==> src/hw/rtl/icpt_ram.sv <==
// Generic single-write, single-read RAM with a registered read port.
// No dependencies.
module icpt_ram #(
	parameter int WIDTH = 8,
	parameter int DEPTH = 16
) (
	input  logic                                    clk,
	input  logic                                    we,
	input  logic [(DEPTH > 1 ? $clog2(DEPTH) : 1)-1:0] waddr,
	input  logic [WIDTH-1:0]                        wdata,
	input  logic [(DEPTH > 1 ? $clog2(DEPTH) : 1)-1:0] raddr,
	output logic [WIDTH-1:0]                        rdata
);
	logic [WIDTH-1:0] mem [DEPTH];

	always_ff @(posedge clk) begin
		if (we) begin
			mem[waddr] <= wdata;
		end
		rdata <= mem[raddr];
	end
endmodule

==> config.mk <==
export PLATFORM = sky130hd
export DESIGN_NAME = icpt_ram
export DESIGN_NICKNAME = d
export VERILOG_FILES = /design/src/hw/rtl/icpt_ram.sv
export SDC_FILE = /design/constraint.sdc
export NUM_CORES = 1
export LEC_CHECK = 0
export BUFFER_PORTS_ARGS = -buffer_cell sky130_fd_sc_hd__buf_2
export CAP_MARGIN = 20
export CORE_MARGIN = 2
export CORE_UTILIZATION = 54
export CTS_CLUSTER_SIZE = 20
export DETAILED_ROUTE_END_ITERATION = 8
export HOLD_SLACK_MARGIN = 0.05
export PLACE_DENSITY = 0.76
export RECOVER_POWER = 25
export SLEW_MARGIN = 40
export SYNTH_ARGS = -nofsm -noshare
export SYNTH_HDL_FRONTEND = slang
export SYNTH_SLANG_ARGS = --single-unit
==> constraint.sdc <==
create_clock -name clk -period 2.4 [get_ports clk]
set_input_delay 0.36 -clock clk [delete_from_list [all_inputs] [get_ports clk]]
set_output_delay 0.36 -clock clk [all_outputs]
set_load 0.01 [all_outputs]
==> results.py <==
metrics = {
    "sta": {
        "post-route-min-period_ps": 1477,
        "report.final.slew_viol_count": 0,
        "tightest_slew_ps": 755.0,
        "period_share_pct": 61.54,
        "clock.fmax_mhz": 677.1,
        "max-slew-margin-rel_pct": 49.56,
        "skew_ps": 12.42,
        "fin_ws_ps": 923.1,
        "setup_tns_ps": 0,
        "rsz0062_at_grt": "false",
        "finalSetupViolations": 0,
        "hold_slack_ps": 236.3,
        "hold_viol": 0,
    },
    "clock_tree": {
        "path_clk_slew_ps": 60,
        "cts_max_level": 4,
        "cts_post_setup_buffers_inserted": 0,
        "insertion_delay_ps": 520,
        "cts_root_buffer": "clkbuf_8",
        "clockBufferDepth": 2,
        "cts_sinks": 136,
        "cts_hold_buf": 0,
        "cts-resized-gates": 0,
        "cts_tree": "done",
        "cts_buffers": 17,
    },
    "detailed_routing": {
        "drtAntennaViolNets": 0,
        "drc": 0,
        "routed_via_density": 5.724,
        "vias": 2427,
        "wl_per_cell_microns": 23.08,
        "drtPass1Iterations": 4,
        "routed_wl_microns": 9784,
        "drt_iter0_drc": 209,
    },
    "pwr": {
        "report.power.total_w": 0.005585,
        "leakage_nw": 2.086,
        "power_frac_comb_pct": 4.4,
        "vdd_drop_max_uv": 621.6,
        "switching_power_w": 0.001129,
        "internal_power_w": 0.004456,
        "p_seq_share_pct": 47.9,
        "powerDensity_mw_per_mm2": 911.9,
        "p_sw_share_pct": 20.22,
        "power.clock.fraction_pct": 47.8,
    },
    "yosys": {
        "ys_seq_area_share_pct": 77.78,
        "synth_fa_ha_area_share_pct": 0,
        "synth_mux_area_share_pct": 15.02,
        "ys_seq_elements": 136,
        "synthCells": 229,
        "synth-compound-area-share_pct": 2.333,
        "synthDistinctLibCells": 19,
        "synth_top_family_by_area": "multiplexers",
        "ys_warn_count": 0,
        "synthXorXnorAreaFrac_pct": 0,
        "postSynthAreaPerCell_sq_um": 22.48,
        "synth_simple_gate_area_share_pct": 3.184,
        "synth_nets": 247,
        "netlist_area_sq_mm": 0.005147,
    },
    "cells_and_area": {
        "nNetsFinal": 300,
        "final_cell_mix": "edfxtp_1, buf_2, mux4_2",
        "syn_to_final_growth_pct": 18.98,
        "design_area_sq_mm": 0.006125,
        "final_common_cell": "edfxtp_1",
        "n_antenna_cell": 0,
        "drive_above_1_share_pct": 30.17,
    },
    "placed_design": {
        "port_buffers": 25,
        "pre_cts_slack_ps": 478.2,
        "dp_hpwl_microns": 5735,
        "placed_cell_area_sq_mm": 0.005515,
        "gp_congestion": 0.7564,
    },
    "setup_path": {
        "critPathRequiredTime_ps": 2790,
        "crit_path_start_kind": "register",
        "slowest_stage": "mux4_1",
        "cpLargestDelayFamily": "multiplexers",
        "cp_max_fo": 1,
        "reg2reg_depth": 3,
        "endpoint_kind": "register",
        "worstPathCellList": "mux4_1 -> a22oi_1 -> nand2_1",
        "cp.arrival_ps": 1870,
        "r2r_slack_ps": 920,
        "crit_cells": 3,
        "worst-path-buf-inv": 0,
        "max_stage_delay_ps": 530,
        "path_class": "register to register",
    },
    "floorplanning": {
        "core_sq_mm": 0.009240,
        "io_pins": 26,
        "die-area_sq_mm": 0.01033,
        "die_h_microns": 101.6,
        "die_width_microns": 101.6,
        "start_util_pct": 55.71,
        "num_rows": 35,
    },
    "worst_hold_path": {
        "hold_path_depth": 1,
        "hold_path_class": "input pin to register",
    },
    "outcome": {
        "status": "finished, final reports clean",
    },
    "job": {
        "cap_violations": 0,
    },
    "global_routing": {
        "grt_pass1_wl_microns": 15150,
        "antenna_found_initial": 0,
        "grt_pass1_vias": 2541,
        "gr-usage-all-layers_pct": 21.68,
        "grt_max_degree": 21,
        "overflow": 0,
    },
}
## cell type report
class / count / area [sq um]
Sequential cell: 136 / 4004
Fill cell: 569 / 3115
Multi-Input combinational cell: 83 / 1057
Clock buffer: 18 / 417.9
Timing Repair Buffer: 44 / 286.5
Clock inverter: 14 / 197.7
Tap cell: 129 / 161.4
## final timing paths
kind                            startpoint         to
worst min-delay path              wdata[6]  mem[4][6]
worst max register to register   mem[9][5]   rdata[5]
worst max-delay path             mem[9][5]   rdata[5]
worst min register to register  mem[15][7]   rdata[7]
## cells in the mapped netlist
cell type          n  area [sq um]
nor2b_1            1         6.260
nand3b_1           2         15.01
and2b_1            1         7.510
nor2_1            13         48.80
nand2b_1           2         12.51
nand2_1            9         33.78
mux4_2            18         405.4
buf_2              3         15.01
clkdlybuf4s25_2    3         30.03
and2_1             1         6.260
dfxtp_1            8         160.2
buf_4              1         7.510
nor3_1             4         20.02
buf_6              3         33.78
or3b_2             1         8.760
a22oi_1           16         120.1
mux4_1            14         367.9
nand3_1            1         5.000
edfxtp_1         128          3844
## registers in the layout (all words and copies together) (netlist names)
| name | flops |
|---|---|
| mem | 128 |
| rdata | 8 |
## through the flow
step                      instances  util (%)
after floorplan                 229         -
after global placement          392     59.69
after detailed placement        392     59.69
after CTS                       424     66.35
after global routing            424     66.28
final                           424     66.28
## power by group through the flow
stage / registers (W) / clock network [W] / logic (W)
6_report: 0.00267 / 0.00267 / 0.000244
5_1_grt: 0.00268 / 0.00280 / 0.000268
4_1_cts: 0.00267 / 0.00269 / 0.000250
3_5_place_dp: 0.00272 / 0 / 0.000246
3_3_place_gp: 0.00272 / 0 / 0.000241
2_1_floorplan: 0.00272 / 0 / 0.000135
## per-layer routing
layer  track usage (%)  wire, microns  up-vias
li1                  -              -     1080
met1             30.36           4147     1236
met2             33.25           4891      107
met3             7.108            677        4
met4             6.237             68        0
met5                 0              0        -
## cell families after synthesis
| kind of cell | count (synthesis) |
|---|---|
| and+or+nand+nor | 35 |
| DFF | 136 |
| buffers and inverters | 10 |
| muxes | 32 |
| AOI/OAI and AO/OA | 16 |
## worst reg2reg max path, stage by stage (launching register included)
cell and delay [ps]:
edfxtp_1 380, mux4_1 530, a22oi_1 340, nand2_1 100
(Power assumes the default switching activity.)
