[src/hw/rtl/icpt_siphash.sv]
// Iterative SipHash-2-4 of one 64-bit word, one half round per cycle.
// No dependencies.
module icpt_siphash (
	input  logic        clk,
	input  logic        arst_n,
	input  logic        start,
	input  logic [63:0] m,
	input  logic [63:0] k0,
	input  logic [63:0] k1,
	output logic        done,
	output logic [63:0] hash
);
	logic [63:0] v0_q, v1_q, v2_q, v3_q, m_q;
	logic [63:0] a0, a1, a2, a3;
	logic [3:0]  step_q;
	logic        busy_q, done_q;

	function automatic logic [63:0] rotl(input logic [63:0] x, input int r);
		rotl = (x << r) | (x >> (64 - r));
	endfunction

	always_comb begin
		a0 = v0_q;
		a1 = v1_q;
		a2 = v2_q;
		a3 = v3_q;
		if (!step_q[0]) begin
			a0 = v0_q + v1_q;
			a1 = rotl(v1_q, 13) ^ a0;
			a0 = rotl(a0, 32);
			a2 = v2_q + v3_q;
			a3 = rotl(v3_q, 16) ^ a2;
		end else begin
			a0 = v0_q + v3_q;
			a3 = rotl(v3_q, 21) ^ a0;
			a2 = v2_q + v1_q;
			a1 = rotl(v1_q, 17) ^ a2;
			a2 = rotl(a2, 32);
		end
		if (step_q == 4'd3) begin
			a0 = a0 ^ m_q;
			a3 = a3 ^ (64'd8 << 56);
		end
		if (step_q == 4'd7) begin
			a0 = a0 ^ (64'd8 << 56);
			a2 = a2 ^ 64'hff;
		end
	end

	always_ff @(posedge clk or negedge arst_n) begin
		if (!arst_n) begin
			busy_q <= 1'b0;
			done_q <= 1'b0;
			step_q <= '0;
		end else begin
			done_q <= 1'b0;
			if (start) begin
				busy_q <= 1'b1;
				step_q <= '0;
			end else if (busy_q) begin
				step_q <= step_q + 4'd1;
				if (step_q == 4'd15) begin
					busy_q <= 1'b0;
					done_q <= 1'b1;
				end
			end
		end
	end

	always_ff @(posedge clk) begin
		if (start) begin
			v0_q <= k0 ^ 64'h736f6d6570736575;
			v1_q <= k1 ^ 64'h646f72616e646f6d;
			v2_q <= k0 ^ 64'h6c7967656e657261;
			v3_q <= k1 ^ 64'h7465646279746573 ^ m;
			m_q  <= m;
		end else if (busy_q) begin
			v0_q <= a0;
			v1_q <= a1;
			v2_q <= a2;
			v3_q <= a3;
		end
	end

	assign done = done_q;
	assign hash = v0_q ^ v1_q ^ v2_q ^ v3_q;
endmodule

[config.mk]
export PLATFORM = sky130hd
export DESIGN_NAME = icpt_siphash
export DESIGN_NICKNAME = d
export VERILOG_FILES = /design/src/hw/rtl/icpt_siphash.sv
export SDC_FILE = /design/constraint.sdc
export NUM_CORES = 2
export LEC_CHECK = 0
export ABC_AREA = 1
export BUFFER_PORTS_ARGS = -buffer_cell sky130_fd_sc_hd__buf_2
export CELL_PAD_IN_SITES_DETAIL_PLACEMENT = 1
export CELL_PAD_IN_SITES_GLOBAL_PLACEMENT = 1
export CORE_UTILIZATION = 25
export DETAILED_ROUTE_END_ITERATION = 8
export PLACE_DENSITY = 0.53
export SLEW_MARGIN = 0
export SYNTH_ARGS = -nofsm -noshare
export SYNTH_HDL_FRONTEND = slang
export SYNTH_SLANG_ARGS = --single-unit
[constraint.sdc]
create_clock -name clk -period 7.9 [get_ports clk]
set_clock_uncertainty 0.15 [all_clocks]
set_input_delay 0 -clock clk [delete_from_list [all_inputs] [get_ports clk]]
set_output_delay 0 -clock clk [all_outputs]
set_load 0.01 [all_outputs]
==> Implementation_results.wiki <==
{| class="wikitable"
! Metric !! Value
|-
| Initial antenna violation count || 67
|-
| Total vias in the final route || 55377
|-
| Total grt overflow || 0
|-
| Async set-or-reset flop fraction in the synthesized netlist || 1.84%
|-
| Post-CTS Setup Bufs || 0
|-
| Area of the die || 0.166 mm^2
|-
| Global routing usage summed across all routing layers || 46.4%
|-
| CP max stage cell || sky130_fd_sc_hd__ha_1
|-
| Clock transition at the registers of the reported paths || 0.07 ns
|-
| CTS Hold Bufs || 256
|-
| Wire length of the first global-routing pass || 509000 um
|-
| Buffers from clock root to sink, at most || 3
|-
| Critical path startpoint category || flip-flop
|-
| Count of different cell masters after synthesis || 62
|-
| Gp weighted congestion || 1.12
|-
| Worst-path fanout max || 5
|-
| Global route hottest layer || met1
|-
| Post-synthesis cell type with the largest combined area || sky130_fd_sc_hd__edfxtp_1
|-
| Number of max-slew violations in the final report || 0
|-
| Number of enable flip-flop cells after synthesis || 320
|-
| Yosys reg bits || 326
|-
| Number of clock buffers inserted by TritonCTS || 52
|-
| Cell mode on critical path || sky130_fd_sc_hd__nand2_1
|-
| Antenna Nets Post-Route || 0
|-
| Number of global-route vias before repair || 51694
|-
| Routed wirelength normalized by instance count || 42.5 um
|-
| Met3 track utilization from global routing || 12.3%
|-
| Post-cts repair resize count || 0
|-
| Parity-gate share of the synthesized area counting xor and xnor cells || 6.81%
|-
| Cell-by-cell trace of the critical path || ha_1, a21oi_1, o21ai_0, a21oi_1, nand3_2, nand2_1, nand2_1, nand2_1, nand3_1, nand3_1, nand2_1, o21ai_1
|-
| Most instantiated flip-flop cell in the synthesis netlist || sky130_fd_sc_hd__edfxtp_1
|-
| Clock Root Buffer || sky130_fd_sc_hd__clkbuf_16
|-
| Vias per cell || 5.89
|-
| Remaining DRCs || 0
|-
| Later-pin clock latency in the skew report || 0.73 ns
|-
| Post-Synthesis Net Count || 7092
|-
| Synth Cell Area || 0.0410 mm^2
|-
| Area delta synth->final || 21.1%
|-
| Share of the cycle needed by the critical path after routing || 67.4%
|-
| Number of design-rule violations left by the first detailed-router iteration || 8726
|-
| Sink count of the clock tree || 326
|-
| Total detailed-routing wirelength || 400000 um
|-
| Core area || 0.163 mm^2
|-
| Compound-gate portion of the synthesized area || 13.8%
|-
| Portion of netlist area occupied by mux cells || 0.0244%
|-
| Row Count || 148
|-
| Maximum Capacitance Violations || 0
|-
| Fraction of the mapped netlist area in simple logic gates || 38.7%
|-
| Global routing usage on met1 || 63.8%
|-
| Drt pass-1 iters || 8
|-
| Dominant combinational cell family by area after synthesis || simple AND/OR/NAND/NOR gates
|-
| Clock tree from TritonCTS || built
|-
| Worst path arrival time || 5.61 ns
|-
| Syn Inst Count || 6640
|-
| Hpwl dp || 344000 um
|-
| Finish-stage setup viols || 0
|-
| Num ports || 260
|-
| Critical Path Max Stage Delay || 0.80 ns
|-
| Per-instance average area after synthesis || 6.18 um^2
|-
| Setup repair after global routing missed its margin || false
|-
| Area contributors post-synth || sky130_fd_sc_hd__edfxtp_1 23%, sky130_fd_sc_hd__nand2_1 19%, sky130_fd_sc_hd__nand3_1 9.1%
|-
| Floorplan die width || 407 um
|-
| Area share of the leading cell type in the synthesized netlist || 23.4%
|-
| Achievable clock frequency || 0.188 GHz
|-
| Met2 routing resource usage after global routing || 62.8%
|-
| Sum of negative setup slack || 0 ns
|-
| Layout net count || 7616
|-
| Number of H-tree levels || 2
|-
| Startpoint-to-endpoint class of the critical path || flip-flop to flip-flop
|-
| Run status || finished clean
|-
| Sequential fraction of the synthesis area || 23.8%
|-
| Number of warnings reported in the yosys synthesis log || 0
|-
| Adder-Cell Fraction of Synth Area || 7.91%
|-
| Actual slew at the worst max-slew pin || 1.37 ns
|-
| Layout cells sized above 1 || 8.07%
|-
| Worst hold-check path type || primary input to flip-flop
|-
| Critical Path End Type || flip-flop
|-
| Initial Utilization || 25.2%
|-
| Min cycle time layout || 5.32 ns
|-
| Height of the die || 407 um
|-
| Number of input and output port buffers inserted || 259
|-
| Pin count of the biggest net entering global routing || 113
|-
| Worst relative slew slack || 7.78%
|-
| Critical Path RT || 8.19 ns
|-
| Final Hold Vio Count || 0
|}
[metal layers]
layer	routed length (um)	vias up	share of wire [%]
met5	274	-	0.068
met4	32400	38	8.1
met3	44800	762	11
met1	170000	27851	42
met2	153000	3750	38
li1	-	22976	-
[synthesized netlist by cell type (13+ instances only)]
cell and instances:
sky130_fd_sc_hd__o21bai_1 58, sky130_fd_sc_hd__o211ai_1 45, sky130_fd_sc_hd__ha_1 253, sky130_fd_sc_hd__edfxtp_1 320
sky130_fd_sc_hd__o21ai_1 35, sky130_fd_sc_hd__nor4_1 13, sky130_fd_sc_hd__a31oi_1 15, sky130_fd_sc_hd__or2_2 67
sky130_fd_sc_hd__a21oi_1 454, sky130_fd_sc_hd__nand3b_1 42, sky130_fd_sc_hd__a21o_1 13, sky130_fd_sc_hd__xor2_1 180
sky130_fd_sc_hd__buf_2 25, sky130_fd_sc_hd__nand2_2 34, sky130_fd_sc_hd__xnor2_1 123, sky130_fd_sc_hd__o221ai_1 33
sky130_fd_sc_hd__nand2_1 2047, sky130_fd_sc_hd__nor2_1 633, sky130_fd_sc_hd__nor2_2 17, sky130_fd_sc_hd__inv_1 851
sky130_fd_sc_hd__clkbuf_1 75, sky130_fd_sc_hd__o21ai_0 316, sky130_fd_sc_hd__nand4_1 44, sky130_fd_sc_hd__buf_1 15
sky130_fd_sc_hd__nor3_1 65, sky130_fd_sc_hd__nand3_1 750
[cells by family after synthesis]
logic type | after synthesis
AOI/OAI and AO/OA | 1015
xor gates and xnor gates | 310
adders and majority gates | 257
buffers and inverters | 979
DFF | 326
muxes | 1
and+or+nand+nor | 3752
[area by class of cell]
type / instances / area, um^2
Fill cell: 20784 / 113000
Multi-Input combinational cell: 5335 / 27600
Sequential cell: 326 / 9760
Timing Repair Buffer: 586 / 4490
Inverter: 863 / 3250
Tap cell: 2175 / 2720
Clock buffer: 70 / 1420
Clock inverter: 28 / 374
Antenna cell: 22 / 55.1
[cell usage in the layout, fill, tap and decap left out, types with 33 or more instances in the layout]
cell type	instances
sky130_fd_sc_hd__inv_1	849
sky130_fd_sc_hd__nor3_1	64
sky130_fd_sc_hd__xnor2_1	121
sky130_fd_sc_hd__edfxtp_1	320
sky130_fd_sc_hd__xor2_1	179
sky130_fd_sc_hd__o21bai_1	58
sky130_fd_sc_hd__nand2_1	2046
sky130_fd_sc_hd__clkbuf_16	53
sky130_fd_sc_hd__nand2_2	34
sky130_fd_sc_hd__buf_2	258
sky130_fd_sc_hd__a21oi_1	454
sky130_fd_sc_hd__ha_1	253
sky130_fd_sc_hd__nand3_1	750
sky130_fd_sc_hd__buf_4	64
sky130_fd_sc_hd__or2_2	67
sky130_fd_sc_hd__nand3b_1	42
sky130_fd_sc_hd__o221ai_1	33
sky130_fd_sc_hd__dlygate4sd3_1	256
sky130_fd_sc_hd__o211ai_1	45
sky130_fd_sc_hd__o21ai_0	314
sky130_fd_sc_hd__nor2_1	630
sky130_fd_sc_hd__o21ai_1	37
sky130_fd_sc_hd__nand4_1	44
[critical path: cells and delay by family, from the launching register on]
family	cells	cell delay (ns)
AO/OA/AOI/OAI	4	1.80
AND/OR/NAND/NOR	7	1.65
adder cells (fa/ha/maj)	1	0.80
flip-flops	1	0.62
[sequential cells by signal, summed over array words and instances, names as in the netlist]
signal  flops
m_q        64
v2_q       64
v3_q       64
step_q      4
v1_q       64
v0_q       64
done        1
busy_q      1
[path summary, 6_finish.rpt]
check / from / slack, ns / to / cells past startpoint
setup / recovery: v0_q[21] / 2.58 / v0_q[22] / 12
hold / removal: m[30] / 0.001 / m_q[30] / 2
setup reg to reg: v0_q[21] / 2.58 / v0_q[22] / 12
hold reg to reg: step_q[1] / 0.42 / step_q[1] / 2
max in group asynchronous: arst_n / 7.16 / step_q[0] / 3
min in group asynchronous: arst_n / 0.18 / done / 3
[metrics by stage]
stage / cells / instance area [um^2] / setup slack [ns] / hold WS, ns / util [%]
3_5_place_dp: 9029 / 45300 / 3.03 / -0.312 / 27.8
3_3_place_gp: 9029 / 45300 / 3.02 / -0.312 / 27.8
4_1_cts: 9383 / 49600 / 2.98 / 0.000690 / 30.5
2_1_floorplan: 6640 / 41000 / 1.09 / -0.446 / -
5_1_grt: 9386 / 49700 / 2.76 / 0.00427 / 30.5
6_report: 9405 / 49700 / 2.58 / 0.00136 / 30.5
Power is left out: the tool's default activity adds up to more than one toggle a clock period on the data nets, which glitch-free logic cannot reach.
