===== config.mk =====
export PLATFORM = sky130hd
export DESIGN_NAME = icpt_parser
export DESIGN_NICKNAME = d
export VERILOG_FILES = /design/src/hw/rtl/icpt_pkg.sv /design/src/hw/rtl/icpt_parser.sv
export SDC_FILE = /design/constraint.sdc
export NUM_CORES = 1
export LEC_CHECK = 0
export ABC_AREA = 1
export BUFFER_PORTS_ARGS = -buffer_cell sky130_fd_sc_hd__buf_2
export CORE_MARGIN = 5
export CORE_UTILIZATION = 25
export CTS_CLUSTER_DIAMETER = 100
export DETAILED_ROUTE_END_ITERATION = 16
export GPL_TIMING_DRIVEN = 0
export PLACE_DENSITY = 0.49
export SLEW_MARGIN = 20
export SYNTH_ARGS = -nofsm -noshare
export SYNTH_HDL_FRONTEND = slang
export SYNTH_SLANG_ARGS = --single-unit

===== constraint.sdc =====
create_clock -name clk -period 2.5 [get_ports clk]
set_clock_uncertainty 0.05 [all_clocks]
set_input_delay 0 -clock clk [delete_from_list [all_inputs] [get_ports clk]]
set_output_delay 0 -clock clk [all_outputs]
set_load 0.03 [all_outputs]

===== src/hw/rtl/icpt_pkg.sv =====
// Package for the ICMP probe tracker: beat payload types, table entry type,
// parser result type and register and result codes. No dependencies.
package icpt_pkg;

	localparam logic [7:0] REG_IPV6_MODE = 8'd0;
	localparam logic [7:0] REG_OWN_ID    = 8'd1;
	localparam logic [7:0] REG_KEY_LOW   = 8'd2;
	localparam logic [7:0] REG_KEY_HIGH  = 8'd3;

	localparam logic KIND_PROBE = 1'b0;
	localparam logic KIND_BYTE  = 1'b1;

	localparam logic [1:0] RK_ACCEPT   = 2'd0;
	localparam logic [1:0] RK_DROP     = 2'd1;
	localparam logic [1:0] RK_REPLY    = 2'd2;
	localparam logic [1:0] RK_EXCEEDED = 2'd3;

	typedef struct packed {
		logic        kind;
		logic [7:0]  hop_limit;
		logic [15:0] sequence_req;
		logic [63:0] tag;
		logic [7:0]  packet_byte;
		logic        packet_end;
		logic [63:0] time_us;
	} in_item_t;

	typedef struct packed {
		logic [1:0]  result_kind;
		logic [7:0]  out_hop_limit;
		logic [15:0] out_sequence;
		logic [15:0] echo_checksum;
		logic [63:0] round_trip_us;
	} out_item_t;

	typedef struct packed {
		logic        valid;
		logic [15:0] seq;
		logic [7:0]  hop;
		logic [63:0] send_time;
	} entry_t;

	typedef struct packed {
		logic        hit;
		logic [1:0]  kind;
		logic [15:0] id;
		logic [15:0] seq;
	} parse_res_t;

endpackage


===== src/hw/rtl/icpt_parser.sv =====
// Streaming ICMP parser: picks type, identifier and sequence out of the
// packet bytes as they pass. Depends on icpt_pkg.
module icpt_parser import icpt_pkg::*; #(
	parameter int MAX_PACKET_BYTES = 2048
) (
	input  logic       clk,
	input  logic       arst_n,
	input  logic       beat,
	input  logic [7:0] data,
	input  logic       last,
	input  logic       ipv6_mode,
	output logic       res_valid,
	output parse_res_t res
);
	localparam int PW = $clog2(MAX_PACKET_BYTES + 1);

	logic [PW-1:0] pos_q;
	logic [7:0]    h_q, idpos_q;
	logic [1:0]    kind_q, kind_c;
	logic          idok_q, idok_c, got_q, got_c;
	logic [15:0]   id_q, id_c, seq_q, seq_c;
	logic [7:0]    h_c, idpos_c;
	logic [16:0]   p;
	logic          store;
	logic          res_valid_q;
	parse_res_t    res_q;

	always_comb begin
		p       = 17'(pos_q);
		store   = pos_q < PW'(MAX_PACKET_BYTES);
		h_c     = (pos_q == '0) ? {2'b00, data[3:0], 2'b00} : h_q;
		kind_c  = kind_q;
		idok_c  = idok_q;
		idpos_c = idpos_q;
		got_c   = got_q;
		id_c    = id_q;
		seq_c   = seq_q;
		if (store) begin
			if (ipv6_mode) begin
				if (pos_q == '0) begin
					if (data == 8'd129) begin
						kind_c = RK_REPLY; idok_c = 1'b1; idpos_c = 8'd4;
					end else if (data == 8'd3) begin
						kind_c = RK_EXCEEDED; idok_c = 1'b1; idpos_c = 8'd52;
					end
				end
			end else begin
				if (p == 17'(h_c)) begin
					if (data == 8'd0) begin
						kind_c = RK_REPLY; idok_c = 1'b1; idpos_c = h_c + 8'd4;
					end else if (data == 8'd11) begin
						kind_c = RK_EXCEEDED;
					end
				end
				if (kind_q == RK_EXCEEDED && !idok_q && p == 17'(h_q) + 17'd8) begin
					idok_c  = 1'b1;
					idpos_c = h_q + 8'd12 + {2'b00, data[3:0], 2'b00};
				end
			end
			if (idok_q) begin
				if (p == 17'(idpos_q)) id_c[15:8] = data;
				if (p == 17'(idpos_q) + 17'd1) id_c[7:0] = data;
				if (p == 17'(idpos_q) + 17'd2) seq_c[15:8] = data;
				if (p == 17'(idpos_q) + 17'd3) begin
					seq_c[7:0] = data;
					got_c = 1'b1;
				end
			end
		end
	end

	always_ff @(posedge clk or negedge arst_n) begin
		if (!arst_n) begin
			pos_q       <= '0;
			h_q         <= '0;
			kind_q      <= '0;
			idok_q      <= 1'b0;
			idpos_q     <= '0;
			got_q       <= 1'b0;
			id_q        <= '0;
			seq_q       <= '0;
			res_valid_q <= 1'b0;
		end else begin
			res_valid_q <= beat && last;
			if (beat) begin
				if (last) begin
					pos_q  <= '0;
					h_q    <= '0;
					kind_q <= '0;
					idok_q <= 1'b0;
					got_q  <= 1'b0;
				end else begin
					if (store) pos_q <= pos_q + PW'(1);
					h_q     <= h_c;
					kind_q  <= kind_c;
					idok_q  <= idok_c;
					idpos_q <= idpos_c;
					got_q   <= got_c;
					id_q    <= id_c;
					seq_q   <= seq_c;
				end
			end
		end
	end

	always_ff @(posedge clk) begin
		if (beat && last) begin
			res_q.hit  <= got_c;
			res_q.kind <= kind_c;
			res_q.id   <= id_c;
			res_q.seq  <= seq_c;
		end
	end

	assign res_valid = res_valid_q;
	assign res       = res_q;
endmodule


==> impl_metrics.py <==
metrics = {
    "run_status": {
        "status": "complete, no violations",
    },
    "place": {
        "dp_hpwl_mm": 13.1,
        "pre_cts_slack_ps": -267,
        "gp_routability_congestion": 0.901,
        "place_area_um2": 6740,
        "portBuffers": 48,
    },
    "global_routing": {
        "grt.overflow.total": 0,
        "grt_use_met1": 0.184,
        "grt_usage": 0.130,
        "grt_pass1_wl_mm": 27.5,
        "grt_busiest_layer": "met2",
        "antenna_found_initial": 0,
        "grt_pass1_vias": 4996,
        "met2_usage": 0.209,
        "grt_max_degree": 43,
        "grtUsageMet3": 0.0171,
    },
    "sta": {
        "max_slew_margin": 0.587,
        "fin_ws_ps": 94.5,
        "finalSetupTns_ps": 0,
        "report.final.slew_viol_count": 0,
        "finalSetupViolations": 0,
        "fmax_ghz": 0.416,
        "rsz0062_at_grt": "yes",
        "period_needed_ps": 2410,
        "worst_slew_pin_slew_ps": 615,
        "finalCritPeriodShare": 0.962,
        "finalHoldViolCount": 0,
    },
    "worst_setup_path": {
        "critPathMaxStageDelay_ps": 400,
        "cp-end-kind": "flop",
        "r2r_slack_ps": 90,
        "setup.worst_path.start": "h_q[3]$_DFFE_PN0P_",
        "worstRegToRegCells": 16,
        "reg2reg_from": "h_q[3]$_DFFE_PN0P_",
        "crit_end": "idpos_q[4]$_DFFE_PN0P_",
        "cp_max_fo": 9,
        "r2r_end": "idpos_q[4]$_DFFE_PN0P_",
        "worstPathRequired_ps": 2700,
        "critPathMostFrequentCell": "nand2_1",
        "cp.arrival_ps": 2610,
        "cp-start-kind": "flop",
        "cpMaxStageDelayCell": "dfrtp_1",
        "crit_chain": "buf_4 > ha_4 > nand2_1 > o21ai_1 > nor2_1 > nand2_1 > nor2_1 > nand2_1 > nor2_4 > buf_6 > o21ai_2 > nor2_4 > buf_12 > nand3_1 > nand2_1 > inv_1",
        "setup.worst_path.class": "reg -> reg",
    },
    "synth": {
        "synthMuxAreaShare": 0,
        "yosys.area_share.simple": 0.311,
        "ys_ff_latch": 100,
        "synth.avg_cell_area_um2": 7.86,
        "synth_warnings": 0,
        "synthAdderAreaFrac": 0.0364,
        "syn-num-nets": 799,
        "seq_area_frac_synth": 0.443,
        "ys_types": 45,
        "synth_compound_area_frac": 0.0801,
        "netlist_area_um2": 6040,
        "synth_top_family_by_area": "simple AND/OR/NAND/NOR gates",
        "synth_edf_count": 35,
        "synth-xor-area-share": 0.0373,
        "async_reset_ff_frac": 0.650,
        "postSynthCellCount": 769,
        "yosys_most_used_dff": "dfrtp_1",
    },
    "pwr": {
        "power-per-cell-area_nw_per_um2": 740,
        "switchingPower_mw": 2.12,
        "seqPwrFrac": 0.369,
        "ir_worst_vdd_uv": 313,
        "p_leak_nw": 3.56,
        "combPwrFrac": 0.366,
        "switching_share": 0.387,
        "clkPwrFrac": 0.265,
        "intPower_mw": 3.36,
    },
    "clock_network": {
        "clk_pin_slew_ps": 70,
        "cts_tree": "yes",
        "clock_sinks": 100,
        "cts_made_buffers": 9,
        "cts.htree.levels": 3,
        "clockBufferDepth": 2,
        "root_buffer": "clkbuf_16",
        "clock_latency_ps": 350,
    },
    "floorplan": {
        "ios": 49,
        "dieArea_um2": 27400,
        "core_um2": 23600,
        "die_x_um": 165,
        "initial_core_util": 0.256,
        "die_h_um": 165,
        "fp-row-count": 56,
    },
    "detailed_routing": {
        "drt-initial-drc-count": 426,
        "vias_per_cell": 4.47,
        "wl_per_cell_um": 15.3,
        "dr_total_vias": 5267,
        "routed_wl_mm": 18.0,
        "first_pass_iters": 5,
        "ant_nets": 0,
        "drc": 0,
    },
    "final_layout": {
        "nFillCells": 2526,
        "antenna_cells": 0,
        "syn2layout_area_growth_pct": 22.6,
        "drive_above_1_share": 0.202,
        "nets": 883,
        "fin_area_um2": 7410,
    },
    "run": {
        "maxCapViolations": 0,
    },
    "min_path": {
        "whs_path_depth": 3,
        "hold_class": "in -> reg",
    },
}
## Yosys cell counts, types with 15 or more instances
library cell / n / share of area
nand4_1: 17 / 0.018
nor2_1: 62 / 0.039
ha_1: 16 / 0.033
a21oi_1: 15 / 0.012
o21ai_1: 24 / 0.020
nand3_1: 53 / 0.044
edfxtp_1: 35 / 0.17
dfrtp_1: 65 / 0.27
nand2_1: 214 / 0.13
xor2_1: 15 / 0.022
inv_1: 110 / 0.068
o21ai_0: 30 / 0.025
## placed cells by master (no fill, tap or decap), drive strengths merged, types with 3 or more instances in the layout
cell,count
nand2,224
inv,122
buf,76
nor2,72
dfrtp,65
nand3,61
o21ai,55
edfxtp,35
nand4,17
xor2,17
ha,16
a21oi,15
clkbuf,14
nor3,12
and2,8
o21a,8
xnor2,7
nor4,6
o22ai,5
dlygate4sd3,5
clkinv,5
or2,3
## flip-flops by register name, summed over array words and instances (netlist names)
| signal | flops |
|---|---|
| got_q | 1 |
| idok_q | 1 |
| idpos_q | 8 |
| res | 35 |
| seq_q | 16 |
| id_q | 16 |
| h_q | 8 |
| res_valid | 1 |
| pos_q | 12 |
| kind_q | 2 |
## power groups by stage
stage / sequential (mW) / combinational [mW] / clock (mW)
6_report: 2.02 / 2.00 / 1.45
3_5_place_dp: 2.05 / 1.81 / 0
2_1_floorplan: 2.08 / 1.31 / 0
5_1_grt: 2.05 / 2.25 / 1.55
4_1_cts: 2.02 / 1.88 / 1.49
3_3_place_gp: 2.05 / 1.80 / 0
## logic make-up after synthesis
family                     count (synthesis)
AOI/OAI and AO/OA                         88
xor gates and xnor gates                  24
adders and majority gates                 17
buffers and inverters                    137
DFF                                      100
and+or+nand+nor                          403
## repair_timing
action / 4_1_cts / 5_1_grt
resized for setup: 13 / 36
pin swaps: 3 / 17
endpoints found under the setup margin: 29 / 79
buffers inserted: 6 / 10
cloned: 0 / 2
endpoints found under the hold margin: 77 / 0
hold buffers: 5 / 0
## per-stage QoR
| stage | hold WS [ps] | util | power [mW] | instances |
|---|---|---|---|---|
| 2_1_floorplan | -346 | - | 3.39 | 769 |
| 3_3_place_gp | 311 | 0.283 | 3.85 | 1136 |
| 3_5_place_dp | -95.0 | 0.285 | 3.87 | 1138 |
| 4_1_cts | 17.2 | 0.303 | 5.38 | 1165 |
| 5_1_grt | 36.2 | 0.314 | 5.84 | 1177 |
| 6_report | 27.8 | 0.314 | 5.48 | 1177 |
## layer usage
| layer | up-vias | routed length [µm] |
|---|---|---|
| li1 | 2641 | - |
| met1 | 2483 | 8610 |
| met2 | 118 | 8260 |
| met3 | 25 | 809 |
| met4 | 0 | 289 |
| met5 | - | 0 |
## worst max-delay path: cells and delay by family (launching register included)
family | cells | cell delay (ps)
AND/OR/NAND/NOR | 9 | 1010
buffers and inverters | 4 | 490
flip-flops | 1 | 400
adder cells (fa/ha/maj) | 1 | 240
AO/OA/AOI/OAI | 2 | 110
## how the worst min path moves through the flow
stage	startpoint	to	slack (ps)
after floorplan	arst_n	got_q$_DFFE_PN0P_	-350
after global placement	beat	h_q[2]$_DFFE_PN0P_	310
after detailed placement	arst_n	pos_q[5]$_DFFE_PN0P_	-90
after CTS	data[4]	res[20]$_DFFE_PP_	20
after global routing	data[5]	id_q[5]$_DFFE_PN0P_	40
final	data[6]	res[22]$_DFFE_PP_	30
## cell type report
class | instances | area [µm²] | share of cell area
plain buffers | 14 | 88.8 | 0.0120
clock buffers | 10 | 229 | 0.0309
clock inverters | 6 | 70.1 | 0.00946
inverters | 123 | 479 | 0.0647
multi-input cells | 534 | 2970 | 0.401
flip-flops and latches | 100 | 2680 | 0.362
well taps | 319 | 399 | 0.0539
repair buffers | 71 | 484 | 0.0654
Note: power is estimated with default switching activity, not from simulation.
